[src/hdl/tfss_pkg.sv]
// Shared types, constants and register codes for the tiered fuzzy string scorer.
// Used by every module of the block; depends on nothing else.
package tfss_pkg;

   localparam int MAX_PATTERN_DEF = 32;
   localparam int MAX_STRING_DEF  = 256;

   localparam int CHAR_W       = 8;
   localparam int POS_W        = 8;
   localparam int SCORE_W      = 17;
   localparam int PLEN_CFG_W   = 6;
   localparam int PAT_REGS     = 4;
   localparam int CSR_DATA_W   = 64;
   localparam int CSR_IDX_W    = 3;
   localparam int PIDX_FULL_W  = 5;
   localparam int REQ_TDATA_W  = 8;
   localparam int RSP_TDATA_W  = 32;
   localparam int RSP_TUSER_W  = 2;
   localparam int QUEUE_DEPTH  = 2;
   localparam int QPTR_W       = (QUEUE_DEPTH > 1) ? $clog2(QUEUE_DEPTH) : 1;

   localparam logic [CSR_IDX_W-1:0] CSR_PATTERN_CHARS_0_7   = 3'd0;
   localparam logic [CSR_IDX_W-1:0] CSR_PATTERN_CHARS_8_15  = 3'd1;
   localparam logic [CSR_IDX_W-1:0] CSR_PATTERN_CHARS_16_23 = 3'd2;
   localparam logic [CSR_IDX_W-1:0] CSR_PATTERN_CHARS_24_31 = 3'd3;
   localparam logic [CSR_IDX_W-1:0] CSR_PATTERN_LENGTH      = 3'd4;

   localparam int SCORE_EXACT   = 100000;
   localparam int SCORE_PREFIX  = 50000;
   localparam int SCORE_SUBSTR  = 10000;
   localparam int PREFIX_STEP   = 100;
   localparam int SUBSTR_STEP   = 10;
   localparam int SUBSTR_PAT    = 5;
   localparam int SKIP_ADJ      = 15;
   localparam int SKIP_GAP      = 5;
   localparam int SKIP_SEP      = 10;
   localparam int SKIP_TAIL     = 2;
   localparam int SKIP_PAT      = 3;
   localparam int SKIP_LAST_RST = -2;

   localparam logic [CHAR_W-1:0] CHAR_UNDERSCORE = 8'h5F;
   localparam logic [CHAR_W-1:0] CHAR_DOT        = 8'h2E;

   localparam int TUSER_POS_VALID = 0;
   localparam int TUSER_TOO_LONG  = 1;

   typedef enum logic [2:0] {
      JOB_NONE,
      JOB_TOO_LONG,
      JOB_PREFIX,
      JOB_SUBSTRING,
      JOB_SKIP
   } job_kind_type;

   typedef struct packed {
      job_kind_type            kind;
      logic [SCORE_W-1:0]      score;
      logic [PLEN_CFG_W-1:0]   count;
      logic [POS_W-1:0]        start;
   } job_type;

   typedef struct packed {
      logic                    en;
      logic [QPTR_W-1:0]       slot;
      logic [PIDX_FULL_W-1:0]  idx;
      logic [POS_W-1:0]        pos;
   } pos_write_type;

   typedef struct packed {
      logic                    full;
      logic                    head_valid;
      logic [QPTR_W-1:0]       wr_slot;
      logic [QPTR_W-1:0]       rd_slot;
   } queue_status_type;

   typedef enum logic {
      FE_RUN,
      FE_FINISH
   } front_state_type;

endpackage

[src/hdl/tfss_front.sv]
// Front end: pattern registers, per-character tier tracking and end-of-string scoring.
// Pushes one scored job per candidate into the job queue. Depends on tfss_pkg.
module tfss_front #(
   parameter int MAX_PATTERN = tfss_pkg::MAX_PATTERN_DEF,
   parameter int MAX_STRING  = tfss_pkg::MAX_STRING_DEF
) (
   input  logic                                clock,
   input  logic                                reset,
   input  logic                                csr_wr_en,
   input  logic [tfss_pkg::CSR_IDX_W-1:0]      csr_index,
   input  logic [tfss_pkg::CSR_DATA_W-1:0]     csr_wdata,
   input  logic                                req_tvalid,
   output logic                                req_tready,
   input  logic [tfss_pkg::REQ_TDATA_W-1:0]    req_tdata,
   input  logic                                req_tlast,
   input  tfss_pkg::queue_status_type          q_status,
   output logic                                push_valid,
   output tfss_pkg::job_type                   push_job,
   output tfss_pkg::pos_write_type             pos_wr
);
   import tfss_pkg::*;

   localparam int PIDX_W = (MAX_PATTERN > 1) ? $clog2(MAX_PATTERN) : 1;
   localparam int PLEN_W = $clog2(MAX_PATTERN + 1);
   localparam int CNT_W  = $clog2(MAX_STRING + 1);
   localparam int LAST_W = CNT_W + 1;
   localparam int SSC_W  = $clog2((SKIP_ADJ + SKIP_SEP) * MAX_PATTERN + 1);

   logic [CSR_DATA_W-1:0]  pat_ff [PAT_REGS];
   logic [CSR_DATA_W-1:0]  pat_in [PAT_REGS];
   logic [PLEN_CFG_W-1:0]  plen_cfg_ff, plen_cfg_in;
   front_state_type        state_ff, state_in;
   logic [CNT_W-1:0]       seen_ff, seen_in;
   logic                   prefix_ff, prefix_in;
   logic [MAX_PATTERN-1:0] vec_ff, vec_in;
   logic                   found_ff, found_in;
   logic [POS_W-1:0]       start_ff, start_in;
   logic [PLEN_W-1:0]      sidx_ff, sidx_in;
   logic [LAST_W-1:0]      last_ff, last_in;
   logic [SSC_W-1:0]       sscore_ff, sscore_in;
   logic [CHAR_W-1:0]      prev_ff, prev_in;
   logic                   ovf_ff, ovf_in;

   logic [CHAR_W-1:0]      pat_bytes [MAX_PATTERN];
   logic [PLEN_W-1:0]      plen;
   logic [MAX_PATTERN-1:0] eq;
   logic [CHAR_W-1:0]      c;
   job_type                job;

   assign c = req_tdata[CHAR_W-1:0];

   always_comb begin
      for (int i = 0; i < MAX_PATTERN; i++) begin
         pat_bytes[i] = pat_ff[(i >> 3) & (PAT_REGS - 1)][(i & 7) * CHAR_W +: CHAR_W];
      end
      if (plen_cfg_ff > PLEN_CFG_W'(MAX_PATTERN)) begin
         plen = PLEN_W'(MAX_PATTERN);
      end else begin
         plen = PLEN_W'(plen_cfg_ff);
      end
      for (int i = 0; i < MAX_PATTERN; i++) begin
         eq[i] = (i < int'(plen)) && (pat_bytes[i] == c);
      end
   end

   always_comb begin
      logic [SCORE_W-1:0] n17;
      logic [SCORE_W-1:0] p17;
      n17 = SCORE_W'(seen_ff);
      p17 = SCORE_W'(plen);
      job.kind  = JOB_NONE;
      job.score = '0;
      job.count = PLEN_CFG_W'(1);
      job.start = '0;
      if (ovf_ff) begin
         job.kind = JOB_TOO_LONG;
      end else if (plen == '0) begin
         job.kind = JOB_NONE;
      end else if (prefix_ff && (n17 >= p17)) begin
         job.kind  = JOB_PREFIX;
         job.count = PLEN_CFG_W'(plen);
         if (n17 == p17) begin
            job.score = SCORE_W'(SCORE_EXACT);
         end else begin
            job.score = SCORE_W'(SCORE_PREFIX) + (n17 - p17) * SCORE_W'(PREFIX_STEP);
         end
      end else if (found_ff) begin
         job.kind  = JOB_SUBSTRING;
         job.count = PLEN_CFG_W'(plen);
         job.start = start_ff;
         job.score = SCORE_W'(SCORE_SUBSTR) + (n17 - SCORE_W'(start_ff)) * SCORE_W'(SUBSTR_STEP)
                     + p17 * SCORE_W'(SUBSTR_PAT);
      end else if (sidx_ff >= plen) begin
         job.kind  = JOB_SKIP;
         job.count = PLEN_CFG_W'(plen);
         job.score = SCORE_W'(sscore_ff) + (n17 - SCORE_W'(last_ff)) * SCORE_W'(SKIP_TAIL)
                     + p17 * SCORE_W'(SKIP_PAT);
      end
   end

   always_comb begin
      logic [MAX_PATTERN-1:0] vec_new;
      logic [PIDX_W-1:0]      plm1;
      logic                   adjacent;
      logic                   after_sep;
      logic [SSC_W-1:0]       gain;
      pat_in      = pat_ff;
      plen_cfg_in = plen_cfg_ff;
      state_in    = state_ff;
      seen_in     = seen_ff;
      prefix_in   = prefix_ff;
      vec_in      = vec_ff;
      found_in    = found_ff;
      start_in    = start_ff;
      sidx_in     = sidx_ff;
      last_in     = last_ff;
      sscore_in   = sscore_ff;
      prev_in     = prev_ff;
      ovf_in      = ovf_ff;
      push_valid  = 1'b0;
      push_job    = job;
      pos_wr      = '0;
      req_tready  = (state_ff == FE_RUN) && !q_status.full;
      vec_new     = ((vec_ff << 1) | MAX_PATTERN'(1)) & eq;
      plm1        = PIDX_W'(plen - PLEN_W'(1));
      adjacent    = ({1'b0, seen_ff} == (last_ff + LAST_W'(1)));
      after_sep   = (seen_ff != '0) && ((prev_ff == CHAR_UNDERSCORE) || (prev_ff == CHAR_DOT));
      gain        = (adjacent ? SSC_W'(SKIP_ADJ) : SSC_W'(SKIP_GAP))
                    + (after_sep ? SSC_W'(SKIP_SEP) : SSC_W'(0));

      if (csr_wr_en) begin
         case (csr_index)
            CSR_PATTERN_CHARS_0_7:   pat_in[0] = csr_wdata;
            CSR_PATTERN_CHARS_8_15:  pat_in[1] = csr_wdata;
            CSR_PATTERN_CHARS_16_23: pat_in[2] = csr_wdata;
            CSR_PATTERN_CHARS_24_31: pat_in[3] = csr_wdata;
            CSR_PATTERN_LENGTH:      plen_cfg_in = csr_wdata[PLEN_CFG_W-1:0];
            default: ;
         endcase
      end

      case (state_ff)
         FE_RUN: begin
            if (req_tvalid && req_tready) begin
               if (!ovf_ff) begin
                  if (seen_ff >= CNT_W'(MAX_STRING)) begin
                     ovf_in = 1'b1;
                  end else begin
                     if ((seen_ff < CNT_W'(plen)) && (c != pat_bytes[PIDX_W'(seen_ff)])) begin
                        prefix_in = 1'b0;
                     end
                     vec_in = vec_new;
                     if ((plen != '0) && !found_ff && vec_new[plm1]) begin
                        found_in = 1'b1;
                        start_in = POS_W'(16'(seen_ff) + 16'd1 - 16'(plen));
                     end
                     if ((sidx_ff < plen) && (pat_bytes[PIDX_W'(sidx_ff)] == c)) begin
                        pos_wr.en   = 1'b1;
                        pos_wr.slot = q_status.wr_slot;
                        pos_wr.idx  = PIDX_FULL_W'(sidx_ff);
                        pos_wr.pos  = POS_W'(seen_ff);
                        sscore_in   = sscore_ff + gain;
                        last_in     = LAST_W'(seen_ff);
                        sidx_in     = sidx_ff + PLEN_W'(1);
                     end
                     prev_in = c;
                     seen_in = seen_ff + CNT_W'(1);
                  end
               end
               if (req_tlast) begin
                  state_in = FE_FINISH;
               end
            end
         end
         FE_FINISH: begin
            push_valid = 1'b1;
            state_in   = FE_RUN;
            seen_in    = '0;
            prefix_in  = 1'b1;
            vec_in     = '0;
            found_in   = 1'b0;
            start_in   = '0;
            sidx_in    = '0;
            last_in    = LAST_W'(SKIP_LAST_RST);
            sscore_in  = '0;
            prev_in    = '0;
            ovf_in     = 1'b0;
         end
         default: begin
            state_in = FE_RUN;
         end
      endcase
   end

   always_ff @(posedge clock) begin
      if (reset) begin
         for (int i = 0; i < PAT_REGS; i++) begin
            pat_ff[i] <= '0;
         end
         plen_cfg_ff <= '0;
         state_ff    <= FE_RUN;
         seen_ff     <= '0;
         prefix_ff   <= 1'b1;
         vec_ff      <= '0;
         found_ff    <= 1'b0;
         start_ff    <= '0;
         sidx_ff     <= '0;
         last_ff     <= LAST_W'(SKIP_LAST_RST);
         sscore_ff   <= '0;
         prev_ff     <= '0;
         ovf_ff      <= 1'b0;
      end else begin
         pat_ff      <= pat_in;
         plen_cfg_ff <= plen_cfg_in;
         state_ff    <= state_in;
         seen_ff     <= seen_in;
         prefix_ff   <= prefix_in;
         vec_ff      <= vec_in;
         found_ff    <= found_in;
         start_ff    <= start_in;
         sidx_ff     <= sidx_in;
         last_ff     <= last_in;
         sscore_ff   <= sscore_in;
         prev_ff     <= prev_in;
         ovf_ff      <= ovf_in;
      end
   end

   // A finished candidate always finds a free queue slot, since characters are only taken then.
   assert property (@(posedge clock) disable iff (reset)
      state_ff == FE_FINISH |-> !q_status.full)
      else $error("front finished a candidate with the job queue full");

   assert property (@(posedge clock) disable iff (reset)
      sidx_ff <= PLEN_W'(MAX_PATTERN))
      else $error("skip index ran past the pattern");

endmodule

[src/hdl/tfss_queue.sv]
// Two-entry job queue between the front and back ends.
// Its slot pointers also select the position bank each side uses. Depends on tfss_pkg.
module tfss_queue (
   input  logic                        clock,
   input  logic                        reset,
   input  logic                        push_valid,
   input  tfss_pkg::job_type           push_job,
   input  logic                        pop,
   output tfss_pkg::job_type           head_job,
   output tfss_pkg::queue_status_type  q_status
);
   import tfss_pkg::*;

   localparam int CNT_W = $clog2(QUEUE_DEPTH + 1);

   job_type           job_ff [QUEUE_DEPTH];
   logic [QPTR_W-1:0] wr_ptr_ff, wr_ptr_in;
   logic [QPTR_W-1:0] rd_ptr_ff, rd_ptr_in;
   logic [CNT_W-1:0]  count_ff, count_in;

   always_comb begin
      wr_ptr_in = wr_ptr_ff;
      rd_ptr_in = rd_ptr_ff;
      count_in  = count_ff;
      if (push_valid) begin
         wr_ptr_in = (wr_ptr_ff == QPTR_W'(QUEUE_DEPTH - 1)) ? '0 : wr_ptr_ff + QPTR_W'(1);
      end
      if (pop) begin
         rd_ptr_in = (rd_ptr_ff == QPTR_W'(QUEUE_DEPTH - 1)) ? '0 : rd_ptr_ff + QPTR_W'(1);
      end
      if (push_valid && !pop) begin
         count_in = count_ff + CNT_W'(1);
      end else if (pop && !push_valid) begin
         count_in = count_ff - CNT_W'(1);
      end
      head_job            = job_ff[rd_ptr_ff];
      q_status.full       = (count_ff == CNT_W'(QUEUE_DEPTH));
      q_status.head_valid = (count_ff != '0);
      q_status.wr_slot    = wr_ptr_ff;
      q_status.rd_slot    = rd_ptr_ff;
   end

   always_ff @(posedge clock) begin
      if (reset) begin
         wr_ptr_ff <= '0;
         rd_ptr_ff <= '0;
         count_ff  <= '0;
      end else begin
         wr_ptr_ff <= wr_ptr_in;
         rd_ptr_ff <= rd_ptr_in;
         count_ff  <= count_in;
      end
   end

   always_ff @(posedge clock) begin
      if (push_valid) begin
         job_ff[wr_ptr_ff] <= push_job;
      end
   end

   assert property (@(posedge clock) disable iff (reset)
      push_valid |-> (count_ff != CNT_W'(QUEUE_DEPTH)))
      else $error("job pushed into a full queue");

   assert property (@(posedge clock) disable iff (reset)
      pop |-> (count_ff != '0))
      else $error("job popped from an empty queue");

endmodule

[src/hdl/tfss_back.sv]
// Back end: matched-position memory and the result run generator with its output register.
// Reads jobs from the job queue. Depends on tfss_pkg.
module tfss_back #(
   parameter int MAX_PATTERN = tfss_pkg::MAX_PATTERN_DEF
) (
   input  logic                                clock,
   input  logic                                reset,
   input  tfss_pkg::pos_write_type             pos_wr,
   input  tfss_pkg::queue_status_type          q_status,
   input  tfss_pkg::job_type                   head_job,
   output logic                                pop,
   output logic                                rsp_tvalid,
   input  logic                                rsp_tready,
   output logic [tfss_pkg::SCORE_W-1:0]        rsp_score,
   output logic [tfss_pkg::POS_W-1:0]          rsp_position,
   output logic                                rsp_position_valid,
   output logic                                rsp_too_long,
   output logic                                rsp_tlast
);
   import tfss_pkg::*;

   localparam int PIDX_W = (MAX_PATTERN > 1) ? $clog2(MAX_PATTERN) : 1;

   logic [POS_W-1:0]      pos_mem_ff [QUEUE_DEPTH][MAX_PATTERN];

   logic [PLEN_CFG_W-1:0] cnt_ff, cnt_in;
   logic                  s1_valid_ff, s1_valid_in;
   job_kind_type          s1_kind_ff;
   logic [SCORE_W-1:0]    s1_score_ff;
   logic [POS_W-1:0]      s1_off_ff;
   logic                  s1_last_ff;
   logic [POS_W-1:0]      s1_pos_ff;

   logic                  rsp_valid_ff, rsp_valid_in;
   logic [SCORE_W-1:0]    rsp_score_ff;
   logic [POS_W-1:0]      rsp_pos_ff, rsp_pos_in;
   logic                  rsp_pv_ff, rsp_pv_in;
   logic                  rsp_tl_ff;
   logic                  rsp_last_ff;

   logic                  out_free;
   logic                  s1_adv;
   logic                  issue;
   logic                  last_item;
   logic [POS_W-1:0]      off_in;

   always_comb begin
      out_free     = !rsp_valid_ff || rsp_tready;
      s1_adv       = !s1_valid_ff || out_free;
      issue        = q_status.head_valid && s1_adv;
      last_item    = ((cnt_ff + PLEN_CFG_W'(1)) == head_job.count);
      pop          = issue && last_item;
      cnt_in       = cnt_ff;
      s1_valid_in  = s1_valid_ff;
      rsp_valid_in = rsp_valid_ff;
      if (issue) begin
         cnt_in = last_item ? '0 : cnt_ff + PLEN_CFG_W'(1);
      end
      if (s1_adv) begin
         s1_valid_in = issue;
      end
      if (out_free) begin
         rsp_valid_in = s1_valid_ff;
      end
      if (head_job.kind == JOB_SUBSTRING) begin
         off_in = head_job.start + POS_W'(cnt_ff);
      end else begin
         off_in = POS_W'(cnt_ff);
      end
      case (s1_kind_ff)
         JOB_PREFIX, JOB_SUBSTRING: begin
            rsp_pos_in = s1_off_ff;
            rsp_pv_in  = 1'b1;
         end
         JOB_SKIP: begin
            rsp_pos_in = s1_pos_ff;
            rsp_pv_in  = 1'b1;
         end
         default: begin
            rsp_pos_in = '0;
            rsp_pv_in  = 1'b0;
         end
      endcase
   end

   always_ff @(posedge clock) begin
      if (pos_wr.en) begin
         pos_mem_ff[pos_wr.slot][PIDX_W'(pos_wr.idx)] <= pos_wr.pos;
      end
      if (issue) begin
         s1_pos_ff <= pos_mem_ff[q_status.rd_slot][PIDX_W'(cnt_ff)];
      end
   end

   always_ff @(posedge clock) begin
      if (reset) begin
         cnt_ff       <= '0;
         s1_valid_ff  <= 1'b0;
         rsp_valid_ff <= 1'b0;
      end else begin
         cnt_ff       <= cnt_in;
         s1_valid_ff  <= s1_valid_in;
         rsp_valid_ff <= rsp_valid_in;
      end
   end

   always_ff @(posedge clock) begin
      if (issue) begin
         s1_kind_ff  <= head_job.kind;
         s1_score_ff <= head_job.score;
         s1_off_ff   <= off_in;
         s1_last_ff  <= last_item;
      end
      if (out_free && s1_valid_ff) begin
         rsp_score_ff <= s1_score_ff;
         rsp_pos_ff   <= rsp_pos_in;
         rsp_pv_ff    <= rsp_pv_in;
         rsp_tl_ff    <= (s1_kind_ff == JOB_TOO_LONG);
         rsp_last_ff  <= s1_last_ff;
      end
   end

   assign rsp_tvalid         = rsp_valid_ff;
   assign rsp_score          = rsp_score_ff;
   assign rsp_position       = rsp_pos_ff;
   assign rsp_position_valid = rsp_pv_ff;
   assign rsp_too_long       = rsp_tl_ff;
   assign rsp_tlast          = rsp_last_ff;

   assert property (@(posedge clock) disable iff (reset)
      issue |-> (head_job.count != '0))
      else $error("job with an empty result run");

   assert property (@(posedge clock) disable iff (reset)
      rsp_valid_ff && !rsp_pv_ff |-> rsp_last_ff && (rsp_score_ff == '0))
      else $error("no-match result is not a single zero-score transfer");

endmodule

[src/hdl/tiered_fuzzy_string_scorer.sv]
// Top level of the tiered fuzzy string scorer: front end, job queue and back end.
// Depends on tfss_pkg, tfss_front, tfss_queue and tfss_back.
//
// The block takes one candidate character per cycle on the req_ channel while
// req_tready is high, and scores the candidate against the pattern in the csr_
// registers when the character flagged by req_tlast arrives. After that character
// the front end enters its finish state, in which the tier and score are settled
// and a job is queued. The back end then sends the result run on the rsp_ channel,
// one transfer per cycle while rsp_tready is high: one transfer per pattern
// character in use (pattern_length, at most MAX_PATTERN) for a match, one
// otherwise, each carrying the score. A two-job queue holds finished candidates, so
// the front end keeps taking characters while one job is queued; it stalls while
// two jobs are queued and in its finish state. No clearing pass follows reset.
module tiered_fuzzy_string_scorer #(
   parameter int MAX_PATTERN = tfss_pkg::MAX_PATTERN_DEF,
   parameter int MAX_STRING  = tfss_pkg::MAX_STRING_DEF
) (
   input  logic                                clock,
   input  logic                                reset,
   input  logic                                csr_wr_en,
   input  logic [tfss_pkg::CSR_IDX_W-1:0]      csr_index,
   input  logic [tfss_pkg::CSR_DATA_W-1:0]     csr_wdata,
   input  logic                                req_tvalid,
   output logic                                req_tready,
   input  logic [tfss_pkg::REQ_TDATA_W-1:0]    req_tdata,   // [7:0] candidate_char
   input  logic                                req_tlast,   // end_of_string
   output logic                                rsp_tvalid,
   input  logic                                rsp_tready,
   output logic [tfss_pkg::RSP_TDATA_W-1:0]    rsp_tdata,   // [16:0] score, [24:17] match_position
   output logic [tfss_pkg::RSP_TUSER_W-1:0]    rsp_tuser,   // [0] position_valid, [1] too_long
   output logic                                rsp_tlast    // last_of_run
);
   import tfss_pkg::*;

   queue_status_type   q_status;
   job_type            push_job;
   job_type            head_job;
   pos_write_type      pos_wr;
   logic               push_valid;
   logic               pop;
   logic [SCORE_W-1:0] rsp_score;
   logic [POS_W-1:0]   rsp_position;
   logic               rsp_position_valid;
   logic               rsp_too_long;

   tfss_front #(
      .MAX_PATTERN (MAX_PATTERN),
      .MAX_STRING  (MAX_STRING)
   ) u_front (
      .clock      (clock),
      .reset      (reset),
      .csr_wr_en  (csr_wr_en),
      .csr_index  (csr_index),
      .csr_wdata  (csr_wdata),
      .req_tvalid (req_tvalid),
      .req_tready (req_tready),
      .req_tdata  (req_tdata),
      .req_tlast  (req_tlast),
      .q_status   (q_status),
      .push_valid (push_valid),
      .push_job   (push_job),
      .pos_wr     (pos_wr)
   );

   tfss_queue u_queue (
      .clock      (clock),
      .reset      (reset),
      .push_valid (push_valid),
      .push_job   (push_job),
      .pop        (pop),
      .head_job   (head_job),
      .q_status   (q_status)
   );

   tfss_back #(
      .MAX_PATTERN (MAX_PATTERN)
   ) u_back (
      .clock              (clock),
      .reset              (reset),
      .pos_wr             (pos_wr),
      .q_status           (q_status),
      .head_job           (head_job),
      .pop                (pop),
      .rsp_tvalid         (rsp_tvalid),
      .rsp_tready         (rsp_tready),
      .rsp_score          (rsp_score),
      .rsp_position       (rsp_position),
      .rsp_position_valid (rsp_position_valid),
      .rsp_too_long       (rsp_too_long),
      .rsp_tlast          (rsp_tlast)
   );

   assign rsp_tdata = {{(RSP_TDATA_W - SCORE_W - POS_W){1'b0}}, rsp_position, rsp_score};

   always_comb begin
      rsp_tuser                  = '0;
      rsp_tuser[TUSER_POS_VALID] = rsp_position_valid;
      rsp_tuser[TUSER_TOO_LONG]  = rsp_too_long;
   end

endmodule

[config.mk]
export PLATFORM = sky130hd
export DESIGN_NAME = tiered_fuzzy_string_scorer
export DESIGN_NICKNAME = d
export VERILOG_FILES = /design/src/hdl/tfss_pkg.sv /design/src/hdl/tfss_front.sv /design/src/hdl/tfss_queue.sv /design/src/hdl/tfss_back.sv /design/src/hdl/tiered_fuzzy_string_scorer.sv
export SDC_FILE = /design/constraint.sdc
export NUM_CORES = 2
export LEC_CHECK = 0
export BUFFER_PORTS_ARGS = -buffer_cell sky130_fd_sc_hd__buf_4
export CAP_MARGIN = 0
export CORE_MARGIN = 3
export CORE_UTILIZATION = 41
export CTS_BUF_LIST = sky130_fd_sc_hd__clkbuf_4
export CTS_CLUSTER_SIZE = 30
export DETAILED_ROUTE_END_ITERATION = 10
export REMOVE_ABC_BUFFERS = 1
export SKIP_LAST_GASP = 1
export SLEW_MARGIN = 10
export SYNTH_ARGS = -nofsm -noshare
export SYNTH_HDL_FRONTEND = slang
export SYNTH_SLANG_ARGS = --single-unit
[constraint.sdc]
create_clock -name clock -period 7.7 [get_ports clock]
set_input_delay 1.155 -clock clock [delete_from_list [all_inputs] [get_ports clock]]
set_output_delay 1.155 -clock clock [all_outputs]
set_load 0.02 [all_outputs]
==> impl_metrics.tcl <==
set metrics [dict create \
    status "finished, final reports clean" \
    cts_hold_buf 0 \
    layout_commonest_cell "edfxtp_1" \
    seq_area_frac_synth_pct 51.7 \
    ys_types 83 \
    synthFlopType "edfxtp_1" \
    die_x_um 360 \
    power_density_nw_per_um2 206 \
    period_needed_ps 6040 \
    rsz0062_at_grt "no" \
    p_leak_nw 19.4 \
    cp_slowest_cell "dfxtp_4" \
    first_global_vias 36070 \
    clock_tree.root_cell "clkbuf_4" \
    cts_tree "built" \
    path_class "flop to flop" \
    fillers 11433 \
    ant_nets 0 \
    drt_iter0_markers 4172 \
    cp_data_required_time_ps 8600 \
    hold_viol 0 \
    routabilityCongestion 1.04 \
    rows 129 \
    slowest_delay_ps 690 \
    slew_viol_final 0 \
    setup_viol 0 \
    vias_per_cell 5.77 \
    timing.fmax_mhz 166 \
    path_cells "inv_1, ha_1, nor2b_1, o21ai_0, a21boi_0, nor2_1, ha_1, ha_1, fa_1, inv_1, fa_1, inv_1, ha_1, ha_1, nor2b_1, o21a_1, o21ai_0, a21oi_1, o21bai_1, a211oi_1, or3_1, a31oi_1, a211oi_1" \
    dp_cells 5964 \
    synth.avg_cell_area_um2 11.5 \
    min_path_type "input port to flop" \
    critPathLaunchType "flop" \
    fp.dieH_um 360 \
    core_area_um2 124000 \
    fin_cells 6450 \
    cts_setup_buffers 0 \
    ctsResizeCount 0 \
    cts_num_sinks 1006 \
    crit_top_cell "ha_1" \
    die_area_um2 130000 \
    routedWlPerCell_um 24.8 \
    clk_pin_slew_ps 60 \
    h-tree-depth 5 \
    most-common-layout-cells "edfxtp_1 (645), nand2_1 (615), a21oi_1 (429), clkbuf_4 (412), dfxtp_1 (353)" \
    ir_drop_uv 155 \
    syn2layout_area_growth_pct 11.0 \
    fin_hold_ws_ps 193 \
    numCtsBuffers 292 \
    drive_above_1_share_pct 18.8 \
    grt.overflow.total 0 \
    ctsLongestPathBuffers 4 \
    port_buffers 110 \
    dp_hpwl_um 110000 \
    grt_pass1_wl_um 237000 \
    critPathMaxFanout 25 \
    synth_enable_flop_cells 645 \
    cp_data_arrival_time_ps 6940 \
    fin_crit_sh_pct 78.5 \
    ioPinCount 118 \
    relSlewSlack_pct 2.79 \
    worst_pin_slew_ps 1440 \
    synthCells 4453 \
    grt_util_all_layers_pct 24.2 \
    clk_latency_ps 1250 \
    yosysWarningCount 0 \
    dr.pass1.iters 6 \
    grt_max_degree 93 \
    ff2ff_path_depth 23 \
    remaining_drc_errors 0 \
    max-cap-violations 0 \
    critPathCaptureType "flop" \
    ys_ff_latch 1006 \
    min_path_cells 3 \
    num-nets-final 4893 \
    synthArstFlopShare_pct 0 \
    initial_core_util_pct 41.4 \
    synth_area_um2 51400 \
    finalClockSkew_ps 145 \
    vias 37191 \
    antenna_found_initial 6 \
    routed_wl_um 160000 \
]
## power breakdown
| group | switching (mW) | leakage, nW | total [mW] | internal [mW] |
|---|---|---|---|---|
| logic | 0.728 | 8.45 | 1.16 | 0.427 |
| clock network | 2.22 | 2.06 | 4.76 | 2.54 |
| registers | 0.0779 | 8.89 | 5.83 | 5.75 |
| total | 3.03 | 19.4 | 11.7 | 8.72 |
## registers in the layout, summed over array words and instances, names as in the netlist, 9 cells and up, named ones only
signal              flops
u_back.pos_mem_ff     512
u_back.rsp_score       17
u_back.s1_score_ff     17
u_front.last_ff        10
u_front.pat_bytes     256
u_front.seen_ff         9
u_front.sscore_ff      10
u_front.vec_ff         31
u_queue.job_ff         68
## final cells by class
type | instances | area [um2] | area share [%]
inverter | 140 | 526 | 0.922
multi-input combinational | 3011 | 23100 | 40.5
timing repair buffer | 170 | 1310 | 2.30
antenna | 11 | 27.5 | 0.0483
tap | 1637 | 2050 | 3.59
clock buffer | 412 | 3090 | 5.42
clock inverter | 63 | 322 | 0.564
sequential | 1006 | 26600 | 46.7
## stage by stage
step / power [mW] / utilization, % / setup slack [ps] / TNS, ps / area [um2]
6_report: 11.7 / 45.9 / 1660 / 0 / 57000
2_1_floorplan: 6.64 / - / -2290 / -60310 / 50100
5_1_grt: 12.3 / 45.9 / 1180 / 0 / 57000
3_3_place_gp: 7.08 / 43.2 / 1770 / 0 / 53600
4_1_cts: 11.8 / 45.9 / 1720 / 0 / 57000
3_5_place_dp: 7.08 / 43.2 / 1700 / 0 / 53600
## synth_stat cells (48+ instances only)
cell      count  area, um2
nor2_1      220        826
a21oi_1     429       2150
mux4_2      187       4210
edfxtp_1    645      19400
xor2_1      147       1290
mux2_2       64        721
nand3_1      58        290
o21ai_0      83        415
nor3_1       57        285
clkbuf_1    193        724
xnor2_1     241       2110
mux2i_1     174       1740
ha_1        153       1910
nand4_1      52        325
nand2_1     617       2320
inv_1       137        514
dfxtp_1     361       7230
buf_2        48        240
## metal layers
layer | share of wire (%) | track usage [%] | vias to the layer above | wire (um)
met3 | 8.1 | 5.03 | 410 | 12900
met5 | 0.0081 | 0 | - | 13
met2 | 45 | 37.5 | 1729 | 72700
met1 | 41 | 32.2 | 18259 | 65900
li1 | - | - | 16791 | -
met4 | 5.3 | 12.6 | 2 | 8410
## final timing paths
check                                             from                endpoint  slack (ps)
worst min register to register  u_back.s1_score_ff[11]    u_back.rsp_score[11]         420
worst min-delay path                     csr_wdata[49]  u_front.pat_bytes[137]         190
worst max register to register      u_front.seen_ff[0]   u_queue.job_ff[0][29]        1660
worst max-delay path                u_front.seen_ff[0]   u_queue.job_ff[0][29]        1660
## cell families after synthesis
logic type / synth area share, %
AND/OR/NAND/NOR: 10.3
flip-flops: 51.7
AO/OA/AOI/OAI: 9.58
buffers and inverters: 3.56
multiplexers: 13.0
XOR/XNOR: 6.64
adder cells (fa/ha/maj): 5.20
other: 0.00730
## worst max-delay path, delay by kind of cell, from the launching register on
| family | cells | cell delay (ps) |
|---|---|---|
| adders and majority gates | 7 | 2410 |
| AOI/OAI and AO/OA | 9 | 1500 |
| and+or+nand+nor | 4 | 710 |
| DFF | 1 | 690 |
| buffers and inverters | 3 | 410 |
Power figures use the tool's default switching activity.
